File: src/hdl/lha_pkg.sv
// Shared types and constants for the LHA header stream parser.
package lha_pkg;

  typedef enum logic [3:0] {
    PH_START    = 4'd0,
    PH_FIXED    = 4'd1,
    PH_NAMELEN  = 4'd2,
    PH_NAME     = 4'd3,
    PH_CRC      = 4'd4,
    PH_OS       = 4'd5,
    PH_L0EXTRA  = 4'd6,
    PH_EXTSIZE  = 4'd7,
    PH_EXTTYPE  = 4'd8,
    PH_EXTDATA  = 4'd9,
    PH_PAYLOAD  = 4'd10
  } phase_t;

  typedef enum logic [4:0] {
    ROLE_SIZE     = 5'd0,
    ROLE_SUM      = 5'd1,
    ROLE_METHOD   = 5'd2,
    ROLE_CSIZE    = 5'd3,
    ROLE_OSIZE    = 5'd4,
    ROLE_TIME     = 5'd5,
    ROLE_DATE     = 5'd6,
    ROLE_ATTR     = 5'd7,
    ROLE_LEVEL    = 5'd8,
    ROLE_NAMELEN  = 5'd9,
    ROLE_NAME     = 5'd10,
    ROLE_CRC      = 5'd11,
    ROLE_OS       = 5'd12,
    ROLE_L0EXTRA  = 5'd13,
    ROLE_EXTSIZE  = 5'd14,
    ROLE_EXTTYPE  = 5'd15,
    ROLE_EXTNAME  = 5'd16,
    ROLE_EXTDIR   = 5'd17,
    ROLE_EXTSKIP  = 5'd18,
    ROLE_PAYLOAD  = 5'd19,
    ROLE_IGNORED  = 5'd20
  } role_t;

  typedef enum logic [2:0] {
    ERR_NONE   = 3'd0,
    ERR_SUM    = 3'd1,
    ERR_LEVEL  = 3'd2,
    ERR_DATA   = 3'd3,
    ERR_L0SIZE = 3'd4,
    ERR_EMPTY  = 3'd5,
    ERR_L2SIZE = 3'd6
  } err_t;

  localparam logic [32:0] MinHeader = 33'd22;
  localparam logic [16:0] LevelOffset = 17'd20;
  localparam logic [7:0] ExtName = 8'h01;
  localparam logic [7:0] ExtDir = 8'h02;
  localparam logic [7:0] ByteFf = 8'hFF;
  localparam logic [7:0] Backslash = 8'h5C;
  localparam logic [7:0] Slash = 8'h2F;

endpackage

File: src/hdl/lha_header_stream_parser.sv
// Top level of the LHA header stream parser.
//
// Archive bytes enter on the input channel (in_valid / in_stall), one per
// request; every byte yields exactly one result request on the output
// channel (out_valid / out_stall) labelling the byte's role in the archive.
// The archive length is written on the cfg channel (cfg_valid / cfg_ready);
// the user must write it only while the block is idle; no logic enforces
// this. The register is always ready; each byte's result is registered.
// Throughput: one byte per cycle while in_stall is low. All parse state
// updates in one pass of logic between the input and the result register;
// the per-byte state update (32-bit length compares) sets the figure.
// When the receiver stalls, the result is held and a second result waits
// in a skid register; input stalls only once both hold data.
// Reset (rst, synchronous, active high) returns the parser to a header
// start with no error, clears both result slots and the archive length.
// After an error or the normal end, bytes are still taken and marked
// ignored; error_code and archive_end stay until reset.
module lha_header_stream_parser (
  input  logic        clk,
  input  logic        rst,
  input  logic        cfg_valid,
  output logic        cfg_ready,
  input  logic [31:0] cfg_data,
  input  logic        in_valid,
  output logic        in_stall,
  input  logic [7:0]  data_byte,
  output logic        out_valid,
  input  logic        out_stall,
  output logic [4:0]  byte_role,
  output logic [7:0]  out_byte,
  output logic [31:0] field_value,
  output logic        field_done,
  output logic        header_end,
  output logic [31:0] payload_length,
  output logic [2:0]  error_code,
  output logic        archive_end
);
  import lha_pkg::*;

  typedef struct packed {
    logic [4:0]  role;
    logic [7:0]  ob;
    logic [31:0] fv;
    logic        fd;
    logic        he;
    logic [31:0] pl;
    logic [2:0]  err;
    logic        fin;
  } res_t;

  // parse state
  logic [31:0] archive_length;
  logic [31:0] stream_position;
  logic [15:0] header_byte_count;
  logic        count_over;
  phase_t      parse_phase;
  logic [31:0] field_accumulator;
  logic [2:0]  field_byte_index;
  logic [1:0]  header_level;
  logic [15:0] first_two_bytes;
  logic [7:0]  running_sum;
  logic [31:0] pack_size;
  logic [7:0]  name_remaining;
  logic [15:0] extension_remaining;
  logic [7:0]  extension_type;
  logic [31:0] payload_remaining;
  logic [2:0]  sticky_error;
  logic        finished;
  logic        sum_pending;

  logic [31:0] stream_position_next;
  logic [15:0] header_byte_count_next;
  logic        count_over_next;
  phase_t      parse_phase_next;
  logic [31:0] field_accumulator_next;
  logic [2:0]  field_byte_index_next;
  logic [1:0]  header_level_next;
  logic [15:0] first_two_bytes_next;
  logic [7:0]  running_sum_next;
  logic [31:0] pack_size_next;
  logic [7:0]  name_remaining_next;
  logic [15:0] extension_remaining_next;
  logic [7:0]  extension_type_next;
  logic [31:0] payload_remaining_next;
  logic [2:0]  sticky_error_next;
  logic        finished_next;
  logic        sum_pending_next;

  // result slots: main output register plus a skid stage
  res_t main_q, skid_q, res;
  logic main_v, skid_v;

  logic accept;
  assign cfg_ready = 1'b1;
  assign in_stall = skid_v;
  assign accept = in_valid && !skid_v;
  assign out_valid = main_v;

  assign byte_role      = main_q.role;
  assign out_byte       = main_q.ob;
  assign field_value    = main_q.fv;
  assign field_done     = main_q.fd;
  assign header_end     = main_q.he;
  assign payload_length = main_q.pl;
  assign error_code     = main_q.err;
  assign archive_end    = main_q.fin;

  always_comb begin
    logic [32:0] rem_after, rem_now;
    logic [16:0] offset, size1, hb, need;
    logic [7:0]  b;
    logic [31:0] acc;
    logic [2:0]  idx;
    logic        took, stop;
    logic [4:0]  role;
    logic [7:0]  ob;
    logic [31:0] fv, pl;
    logic        fd, he;
    logic [15:0] e;
    logic [2:0]  nbytes;

    b = data_byte;
    role = ROLE_IGNORED;
    ob = b;
    fv = '0;
    fd = 1'b0;
    he = 1'b0;
    pl = '0;
    stop = 1'b0;
    took = 1'b0;
    acc = '0;
    idx = '0;
    e = '0;
    hb = '0;
    need = '0;
    nbytes = 3'd4;

    stream_position_next = stream_position + 32'd1;
    header_byte_count_next = header_byte_count;
    count_over_next = count_over;
    parse_phase_next = parse_phase;
    field_accumulator_next = field_accumulator;
    field_byte_index_next = field_byte_index;
    header_level_next = header_level;
    first_two_bytes_next = first_two_bytes;
    running_sum_next = running_sum;
    pack_size_next = pack_size;
    name_remaining_next = name_remaining;
    extension_remaining_next = extension_remaining;
    extension_type_next = extension_type;
    payload_remaining_next = payload_remaining;
    sticky_error_next = sticky_error;
    finished_next = finished;
    sum_pending_next = sum_pending;

    rem_now = {1'b0, archive_length} - {1'b0, stream_position};
    rem_after = ({1'b0, stream_position} + 33'd1 < {1'b0, archive_length}) ?
                ({1'b0, archive_length} - {1'b0, stream_position} - 33'd1) : '0;
    offset = '0;
    size1 = '0;

    if (finished || sticky_error != ERR_NONE) begin
      stop = 1'b1;
    end else if (stream_position >= archive_length) begin
      sticky_error_next = ERR_DATA;
      stop = 1'b1;
    end else if (parse_phase == PH_START && rem_now < MinHeader) begin
      finished_next = 1'b1;
      stop = 1'b1;
    end

    if (!stop) begin
      if (parse_phase == PH_START) begin
        header_byte_count_next = '0;
        count_over_next = 1'b0;
        running_sum_next = '0;
        sum_pending_next = 1'b1;
        field_accumulator_next = '0;
        field_byte_index_next = '0;
        header_level_next = '0;
        first_two_bytes_next = '0;
        pack_size_next = '0;
        parse_phase_next = PH_FIXED;
      end
      offset = count_over_next ? 17'h10000 : {1'b0, header_byte_count_next};
      if (header_byte_count_next == 16'hFFFF) count_over_next = 1'b1;
      header_byte_count_next = header_byte_count_next + 16'd1;
      size1 = {9'd0, first_two_bytes_next[7:0]} + 17'd1;

      if (sum_pending_next && offset >= 17'd2 && offset <= size1)
        running_sum_next = running_sum_next + b;
      if (offset > LevelOffset && sum_pending_next && header_level_next <= 2'd1 &&
          offset >= size1) begin
        sum_pending_next = 1'b0;
        if (running_sum_next != first_two_bytes_next[15:8]) begin
          sticky_error_next = ERR_SUM;
          stop = 1'b1;
        end
      end
    end

    // field accumulation for multibyte numeric fields
    if (!stop) begin
      unique case (parse_phase_next)
        PH_FIXED: nbytes = (offset <= 17'd14) ? 3'd4 : 3'd2;
        default:  nbytes = 3'd2;
      endcase
      acc = field_accumulator_next |
            ({24'd0, b} << {field_byte_index_next[1:0], 3'b000});
      idx = field_byte_index_next + 3'd1;
      took = (idx >= nbytes);
    end

    if (!stop) begin
      unique case (parse_phase_next)
        PH_FIXED: begin
          if (offset == 17'd0) begin
            role = ROLE_SIZE; fd = 1'b1; fv = {24'd0, b};
            first_two_bytes_next = {8'd0, b};
          end else if (offset == 17'd1) begin
            role = ROLE_SUM; fd = 1'b1;
            first_two_bytes_next = {b, first_two_bytes_next[7:0]};
            fv = {16'd0, b, first_two_bytes_next[7:0]};
          end else if (offset <= 17'd6) begin
            role = ROLE_METHOD;
          end else if (offset <= 17'd18) begin
            if (offset <= 17'd10) role = ROLE_CSIZE;
            else if (offset <= 17'd14) role = ROLE_OSIZE;
            else if (offset <= 17'd16) role = ROLE_TIME;
            else role = ROLE_DATE;
            if (took) begin
              fd = 1'b1; fv = acc;
              if (offset <= 17'd10) pack_size_next = acc;
              field_accumulator_next = '0;
              field_byte_index_next = '0;
            end else begin
              field_accumulator_next = acc;
              field_byte_index_next = idx;
            end
          end else if (offset == 17'd19) begin
            role = ROLE_ATTR; fd = 1'b1; fv = {24'd0, b};
          end else begin
            role = ROLE_LEVEL; fd = 1'b1; fv = {24'd0, b};
            header_level_next = b[1:0];
            if (b > 8'd2) begin
              sticky_error_next = ERR_LEVEL;
            end else if (b == 8'd0 && first_two_bytes_next == 16'd0) begin
              finished_next = 1'b1;
            end else if (b == 8'd2) begin
              sum_pending_next = 1'b0;
              parse_phase_next = PH_CRC;
            end else begin
              if (offset >= size1 && sum_pending_next) begin
                sum_pending_next = 1'b0;
                if (running_sum_next != first_two_bytes_next[15:8])
                  sticky_error_next = ERR_SUM;
              end else if (offset >= size1) begin
                sum_pending_next = 1'b0;
                if (running_sum_next != first_two_bytes_next[15:8])
                  sticky_error_next = ERR_SUM;
              end
              parse_phase_next = PH_NAMELEN;
            end
          end
        end
        PH_NAMELEN: begin
          role = ROLE_NAMELEN; fd = 1'b1; fv = {24'd0, b};
          name_remaining_next = b;
          if (rem_after < {25'd0, b}) sticky_error_next = ERR_DATA;
          else parse_phase_next = (b == 8'd0) ? PH_CRC : PH_NAME;
        end
        PH_NAME: begin
          role = ROLE_NAME;
          if (header_level_next == 2'd0 && b == Backslash) ob = Slash;
          name_remaining_next = name_remaining_next - 8'd1;
          if (name_remaining_next == 8'd0) parse_phase_next = PH_CRC;
        end
        PH_CRC: begin
          role = ROLE_CRC;
          if (took) begin
            fd = 1'b1; fv = acc;
            field_accumulator_next = '0;
            field_byte_index_next = '0;
            if (header_level_next != 2'd0) begin
              parse_phase_next = PH_OS;
            end else begin
              hb = offset + 17'd1;
              need = size1 + 17'd1;
              if (hb < need) begin
                sticky_error_next = ERR_L0SIZE;
              end else if (hb > need) begin
                if (rem_after < {16'd0, hb - need}) begin
                  sticky_error_next = ERR_DATA;
                end else begin
                  extension_remaining_next = 16'(hb - need);
                  parse_phase_next = PH_L0EXTRA;
                end
              end else begin
                he = 1'b1;
              end
            end
          end else begin
            field_accumulator_next = acc;
            field_byte_index_next = idx;
          end
        end
        PH_L0EXTRA: begin
          role = ROLE_L0EXTRA;
          extension_remaining_next = extension_remaining_next - 16'd1;
          if (extension_remaining_next == 16'd0) he = 1'b1;
        end
        PH_OS: begin
          role = ROLE_OS; fd = 1'b1; fv = {24'd0, b};
          parse_phase_next = PH_EXTSIZE;
        end
        PH_EXTSIZE: begin
          role = ROLE_EXTSIZE;
          if (took) begin
            fd = 1'b1; fv = acc;
            field_accumulator_next = '0;
            field_byte_index_next = '0;
            if (acc == 32'd0) begin
              if (header_level_next == 2'd2 &&
                  (count_over_next || (offset + 17'd1) != {1'b0, first_two_bytes_next}))
                sticky_error_next = ERR_L2SIZE;
              else
                he = 1'b1;
            end else begin
              if (header_level_next == 2'd1)
                pack_size_next = pack_size_next - acc;
              e = acc[15:0] - 16'd2;
              if (rem_after < {17'd0, e}) sticky_error_next = ERR_DATA;
              else if (e == 16'd0) sticky_error_next = ERR_EMPTY;
              else begin
                extension_remaining_next = e;
                parse_phase_next = PH_EXTTYPE;
              end
            end
          end else begin
            field_accumulator_next = acc;
            field_byte_index_next = idx;
          end
        end
        PH_EXTTYPE: begin
          role = ROLE_EXTTYPE; fd = 1'b1; fv = {24'd0, b};
          extension_type_next = b;
          extension_remaining_next = extension_remaining_next - 16'd1;
          parse_phase_next = (extension_remaining_next == 16'd0) ? PH_EXTSIZE : PH_EXTDATA;
        end
        PH_EXTDATA: begin
          if (extension_type_next == ExtName) begin
            role = ROLE_EXTNAME;
          end else if (extension_type_next == ExtDir) begin
            role = ROLE_EXTDIR;
            if (b == ByteFf) ob = Slash;
          end else begin
            role = ROLE_EXTSKIP;
          end
          extension_remaining_next = extension_remaining_next - 16'd1;
          if (extension_remaining_next == 16'd0) parse_phase_next = PH_EXTSIZE;
        end
        PH_PAYLOAD: begin
          role = ROLE_PAYLOAD;
          payload_remaining_next = payload_remaining_next - 32'd1;
          if (payload_remaining_next == 32'd0) begin
            parse_phase_next = PH_START;
            if (rem_after < MinHeader) finished_next = 1'b1;
          end
        end
        default: parse_phase_next = PH_START;
      endcase

      // header end: pending level-1 sum, then payload fit check
      if (he) begin
        pl = pack_size_next;
        if (header_level_next == 2'd1 && sum_pending_next) begin
          sum_pending_next = 1'b0;
          if (running_sum_next != first_two_bytes_next[15:8])
            sticky_error_next = ERR_SUM;
        end
        if (sticky_error_next == ERR_NONE) begin
          if (rem_after < {1'b0, pack_size_next}) begin
            sticky_error_next = ERR_DATA;
          end else if (pack_size_next == 32'd0) begin
            parse_phase_next = PH_START;
            if (rem_after < MinHeader) finished_next = 1'b1;
          end else begin
            payload_remaining_next = pack_size_next;
            parse_phase_next = PH_PAYLOAD;
          end
        end
      end

      if (!finished_next && sticky_error_next == ERR_NONE &&
          parse_phase_next != PH_START && rem_after == '0)
        sticky_error_next = ERR_DATA;
    end

    res.role = role;
    res.ob = ob;
    res.fv = fv;
    res.fd = fd;
    res.he = he;
    res.pl = pl;
    res.err = sticky_error_next;
    res.fin = finished_next;
  end

  always_ff @(posedge clk) begin
    if (rst) begin
      archive_length <= '0;
      stream_position <= '0;
      header_byte_count <= '0;
      count_over <= 1'b0;
      parse_phase <= PH_START;
      field_accumulator <= '0;
      field_byte_index <= '0;
      header_level <= '0;
      first_two_bytes <= '0;
      running_sum <= '0;
      pack_size <= '0;
      name_remaining <= '0;
      extension_remaining <= '0;
      extension_type <= '0;
      payload_remaining <= '0;
      sticky_error <= ERR_NONE;
      finished <= 1'b0;
      sum_pending <= 1'b0;
    end else begin
      if (cfg_valid && cfg_ready) archive_length <= cfg_data;
      if (accept) begin
        stream_position <= stream_position_next;
        header_byte_count <= header_byte_count_next;
        count_over <= count_over_next;
        parse_phase <= parse_phase_next;
        field_accumulator <= field_accumulator_next;
        field_byte_index <= field_byte_index_next;
        header_level <= header_level_next;
        first_two_bytes <= first_two_bytes_next;
        running_sum <= running_sum_next;
        pack_size <= pack_size_next;
        name_remaining <= name_remaining_next;
        extension_remaining <= extension_remaining_next;
        extension_type <= extension_type_next;
        payload_remaining <= payload_remaining_next;
        sticky_error <= sticky_error_next;
        finished <= finished_next;
        sum_pending <= sum_pending_next;
      end
    end
  end

  // output register with skid stage
  always_ff @(posedge clk) begin
    if (rst) begin
      main_v <= 1'b0;
      skid_v <= 1'b0;
    end else begin
      if (!main_v || !out_stall) begin
        if (skid_v) begin
          main_q <= skid_q;
          main_v <= 1'b1;
          skid_v <= 1'b0;
        end else begin
          main_v <= accept;
          if (accept) main_q <= res;
        end
      end else if (accept) begin
        skid_q <= res;
        skid_v <= 1'b1;
      end
    end
  end

endmodule
File: config.mk
export PLATFORM = sky130hd
export DESIGN_NAME = lha_header_stream_parser
export DESIGN_NICKNAME = d
export VERILOG_FILES = /design/src/hdl/lha_pkg.sv /design/src/hdl/lha_header_stream_parser.sv
export SDC_FILE = /design/constraint.sdc
export NUM_CORES = 2
export LEC_CHECK = 0
export BUFFER_PORTS_ARGS = -buffer_cell sky130_fd_sc_hd__buf_2
export CAP_MARGIN = 20
export CORE_MARGIN = 4
export CORE_UTILIZATION = 61
export DETAILED_ROUTE_END_ITERATION = 6
export PLACE_DENSITY = 0.8
export SETUP_SLACK_MARGIN = 0.4
export SLEW_MARGIN = 30
export SYNTH_ARGS = -nofsm -noshare
export SYNTH_HDL_FRONTEND = slang
export SYNTH_SLANG_ARGS = --single-unit
File: constraint.sdc
create_clock -name clk -period 33.1 [get_ports clk]
set_input_delay 3.31 -clock clk [delete_from_list [all_inputs] [get_ports clk]]
set_output_delay 3.31 -clock clk [all_outputs]
set_load 0.05 [all_outputs]
# Yosys cells after proc, flatten, opt, wreduce, memory -nomap -nowiden
# Index checks and enable logic that the tools add are counted.
[totals]
regBits = 415
inputBits = 45
output_inout_bits = 86
elab_cells = 418
[op_classes]
addsub = 16
magnitude_cmp = 23
eq_ne = 34
shift = 1
mux = 250
bitwise_logic = 5
reduce_logical = 53
[op_table]
columns = ["op", "count"]
rows = [
  ["$mux W32", 35],
  ["$mux W16", 19],
  ["$mux W83", 2],
  ["$mux W3", 51],
  ["$pmux W32 S2", 2],
  ["$mux W4", 30],
  ["$logic_not A32 Y1", 3],
  ["$pmux W32 S3", 1],
  ["$mux W8", 10],
  ["$lt A33 B32 Y1", 2],
  ["$lt A33 B5 Y1 const B", 2],
  ["$mux W1", 66],
  ["$pmux W5 S10", 1],
  ["$logic_not A16 Y1", 3],
  ["$pmux W16 S3", 1],
  ["$pmux W4 S10", 1],
  ["$add A17 B1 Y17 const B", 2],
  ["$le A17 B4 Y1 const B", 2],
  ["$le A17 B5 Y1 const B", 2],
  ["$mux W17", 2],
  ["$add A32 B1 Y33 const B", 1],
  ["$logic_not A33 Y1", 1],
  ["$lt A33 B16 Y1", 1],
  ["$lt A33 B17 Y1", 1],
  ["70 further kinds", 141],
]

# Depth between registers and ports, before layout
[logic_depth]
depth_word = 45
ltp_mapped = 62
mapped_depth_nobuf = 52

# Least setup slack after synthesis
# Ideal clock, no wire load.
[synth_path]
path_type = "input-to-reg"
startpoint = "in data_byte[0]"
endpoint = "reg payload_remaining[27]"
setup_time_ns = 0.086
arrival_time_ns = 12.462
t_required_ns = 33.014
setup_slack_ns = 20.552
path_stages = 46
path_buffers = 4
cell_sequence = "ha_1 fa_1 a211o_1 a21o_1 a311oi_1 o221ai_1 mux2_2 nor4_1 a31oi_1 nor3_1 clkbuf_1 clkbuf_1 clkbuf_1 nand2_1 ha_1 a21o_1 a21o_1 a21o_1 [... 10 more ...] nor2_1 a211o_1 inv_1 ha_1 nand3_1 or2_2 nor3_1 a21oi_1 o21ai_0 nor2_1 a21oi_1 o31a_1 o2111ai_1 nand4bb_1 a31oi_2 clkbuf_1 a21oi_1 a211oi_1"
[synth_between]
elab_chain_len = 26
word_cells_on_any_way = 102
cone_classes = "add/sub (3); order compare (4); eq/ne (5); shift (1); mux (79); bitwise (2); reduce/logical (8)"
[synth_rtl]
columns = ["element", "line", "source"]
rows = [
  ["start, declared", "lha_header_stream_parser.sv:26", "input logic [7:0] data_byte,"],
  ["parallel branches: the longest is 26 deep, another holds $lt A33 B16 Y1", "-", ""],
  ["end signal, assigned", "lha_header_stream_parser.sv:445", "payload_remaining <= payload_remaining_next;"],
  ["end, declared", "lha_header_stream_parser.sv:66", "logic [31:0] payload_remaining;"],
]
# Several ways; the timed one is not identified. The select of a mux whose other input is x is not followed.
# A chain may end at the register's enable or synchronous reset.

# Worst setup path after layout
[layout_path]
startpoint = "in data_byte[0]"
endpoint = "reg payload_remaining[12]"
# Same word-level chain as after synthesis.

==> impl_results.md <==
- CP Class: in2reg
- Post-CTS resize count: 0
- Crit path DAT: 15.47 ns
- Chip Height: 247 um
- Worst path slowest cell: nand4bb_1
- Initial Utilization: 61.6%
- DRC errors left: 9
- Final worst-path cycle share: 45.2%
- Synthesized area per cell: 7.72 um^2
- CTS Hold Bufs: 0
- Crit path max-delay family: compound AO/OA/AOI/OAI gates
- Initial drt markers: 5619
- Detail Placement HPWL: 98900 um
- FMAX: 0.0669 GHz
- Clk_skew: 0.0392 ns
- Root Driver: clkbuf_16
- Crit path top cell by count: a21oi_1
- Seq pwr share: 31.3%
- Sum of buffers and inverters on the critical path: 8
- Crit end category: register
- Syn Inst Count: 4496
- Violated checks: design-rule violations
- Static leakage: 14.3 nW
- Most common library cells after synthesis: nor2_1 (597), nand2_1 (402), a21oi_1 (279)
- Setup bufs post-CTS: 0
- RSZ-0062 raised after global routing: no
- Routed vias/inst: 6.91
- Switch share: 40.0%
- Clk sink count: 415
- Slowest stage delay, CP: 0.74 ns
- Post-synth EDFFs: 166
- # IOs: 131
- Worst-Skew Late Latency: 0.62 ns
- Clock-pin slew on the worst setup and hold paths: 0.06 ns
- Warnings, synthesis: 0
- Critical Path Start Type: input port
- Actual slew at the worst max-slew pin: 1.16 ns
- Outcome: complete, but fails checks
- Mapped Area: 0.0347 mm^2
- Classification of the worst-slack hold path: reg2reg
- Final ANT Viol Nets: 0
- Register area: 0.00997 mm^2
- NumNets Final: 4712
- Initial antenna violation count: 4
- Number of CTS-inserted buffers: 46
- Synth Flop Type: dfxtp_1
- FF-to-FF End: payload_remaining[12]
- CTS HTree Levels: 2
- Max-cap violation count: 0
- Routed len/inst: 25.3 um
- Fill cells: 4954
- R2r worst-path depth: 55
- GP Congestion: 1.07
- Die area: 0.0608 mm^2
- Largest net degree at the start of global routing: 90
- Required @ worst endpoint: 33.61 ns
- Area contributors post-synth: dfxtp_1 (14%), edfxtp_1 (14%), ha_1 (7.5%)
- Clock buffer depth: 3
- Count leader, synth: nor2_1
- Clock power frac: 29.2%
- Worst setup path endpoint: payload_remaining[12]
- Post-synth top area cell: dfxtp_1
- CP Depth: 49
- P_sw: 0.722 mW
- Setup_tns: 0 ns
- Synth cell types: 103
- VDD IR-drop max: 0.0000411 V
- Count of final hold-check violations: 0
- Multi-input gate area: 0.0231 mm^2
- Gr ovfl total: 0
- Vias in the first global route: 33.4k
- I/O Buffers: 129
- R2R Setup Slk: 18.46 ns
- Overall Global Routing Usage: 42.3%
- Core Region: 0.0564 mm^2
- First-pass GRT wire length: 201000 um
- Final WS setup: 18.15 ns
- Rel. slew slack: 22.5%
- Vias: 36.3k
- Final wirelength: 133000 um
- Setup violations, final: 0
- FF-to-FF Start: parse_phase[0]
- Register area share after synthesis: 28.7%
- Internal power: 1.08 mW
- Flops & latches, synth: 415
- Synth async-reset ratio: 0%
- Drt first pass iters: 7
- Power density cells: 48.2 mW/mm^2
- Yosys top cell area share: 14.4%
- Combinational share of power: 39.5%
- DP Worst Slack: 17.90 ns
- CTS tree: done
- Post-route minimum period: 14.95 ns
- Die X: 247 um
- Worst Setup SP: data_byte[0]
- Critical Path Fanout Max: 50
- Area Overhead vs Synth: 7.83%
- Share of layout cells above drive strength 1: 9.04%
- Row Count: 87
- Slew Viols, Final: 0
[sequential cells by signal, indices dropped and copies added (netlist names), 32 cells and up]
signal,cells
payload_remaining,32
field_accumulator,32
payload_length,32
field_value,32
stream_position,32
skid_q,83
archive_length,32
pack_size,32
[how the worst min path moves through the flow]
stage | start | depth (start not counted) | slack, ns | to
floorplan | extension_type[7] | 2 | 0.45 | extension_type[7]
global placement | extension_type[7] | 2 | 0.46 | extension_type[7]
detailed placement | extension_type[7] | 2 | 0.47 | extension_type[7]
CTS | extension_type[7] | 2 | 0.48 | extension_type[7]
global route | extension_type[6] | 2 | 0.51 | extension_type[6]
finish | extension_type[7] | 2 | 0.49 | extension_type[7]
[metal layers]
layer,track usage (%),wire [um]
met3,9.87,16600
met4,21.8,8640
met2,63.0,55500
met5,0,7
met1,57.2,52100
[power groups by stage]
stage / Sequential (mW) / Combinational [mW] / Clock, mW
2_1_floorplan: 0.585 / 0.457 / 0
3_3_place_gp: 0.575 / 0.673 / 0
3_5_place_dp: 0.575 / 0.676 / 0
4_1_cts: 0.564 / 0.681 / 0.527
5_1_grt: 0.566 / 0.756 / 0.547
6_report: 0.565 / 0.711 / 0.526
[metrics by stage]
stage	hold slack (ns)	area (um^2)	total power [mW]	std cells	util [%]
detailed placement	0.467	35900	1.25	5161	63.6
CTS	0.483	37400	1.77	5245	66.3
global route	0.511	37400	1.87	5247	66.4
floorplan	0.446	34700	1.04	4497	-
global placement	0.462	35900	1.25	5161	63.6
finish	0.485	37400	1.80	5248	66.4
[cell families after synthesis]
| logic type | synth area share [%] |
|---|---|
| XOR/XNOR | 6.03 |
| AO/OA/AOI/OAI | 23.7 |
| adder cells (fa/ha/maj) | 7.77 |
| other | 0.0108 |
| buffers and inverters | 5.29 |
| AND/OR/NAND/NOR | 25.2 |
| multiplexers | 3.27 |
| flip-flops | 28.7 |
[cell usage in the layout, fill, tap and decap left out, drive strengths merged, types with 162 or more instances in the layout]
cell / n
edfxtp: 166
buf: 211
dfxtp: 249
nor2: 597
ha: 209
o21ai: 234
inv: 179
nor3: 162
xnor2: 174
nand2: 404
a21oi: 281
[layout make-up]
type	count	area share, %
multi-input combinational	3605	61.6
tap	756	2.53
sequential	415	26.6
timing repair buffer	211	3.40
clock inverter	23	0.652
inverter	175	1.76
antenna	2	0.0134
clock buffer	61	3.39
[worst register-to-register path: cells and delay by family (launching register included)]
| family | cells | cell delay, ns |
|---|---|---|
| AOI/OAI and AO/OA | 21 | 5.15 |
| and+or+nand+nor | 16 | 4.70 |
| buffers and inverters | 10 | 2.19 |
| adders and majority gates | 4 | 1.12 |
| muxes | 2 | 0.83 |
| DFF | 1 | 0.30 |
| xor gates and xnor gates | 2 | 0.28 |
Note: power is estimated with default switching activity, not from simulation.
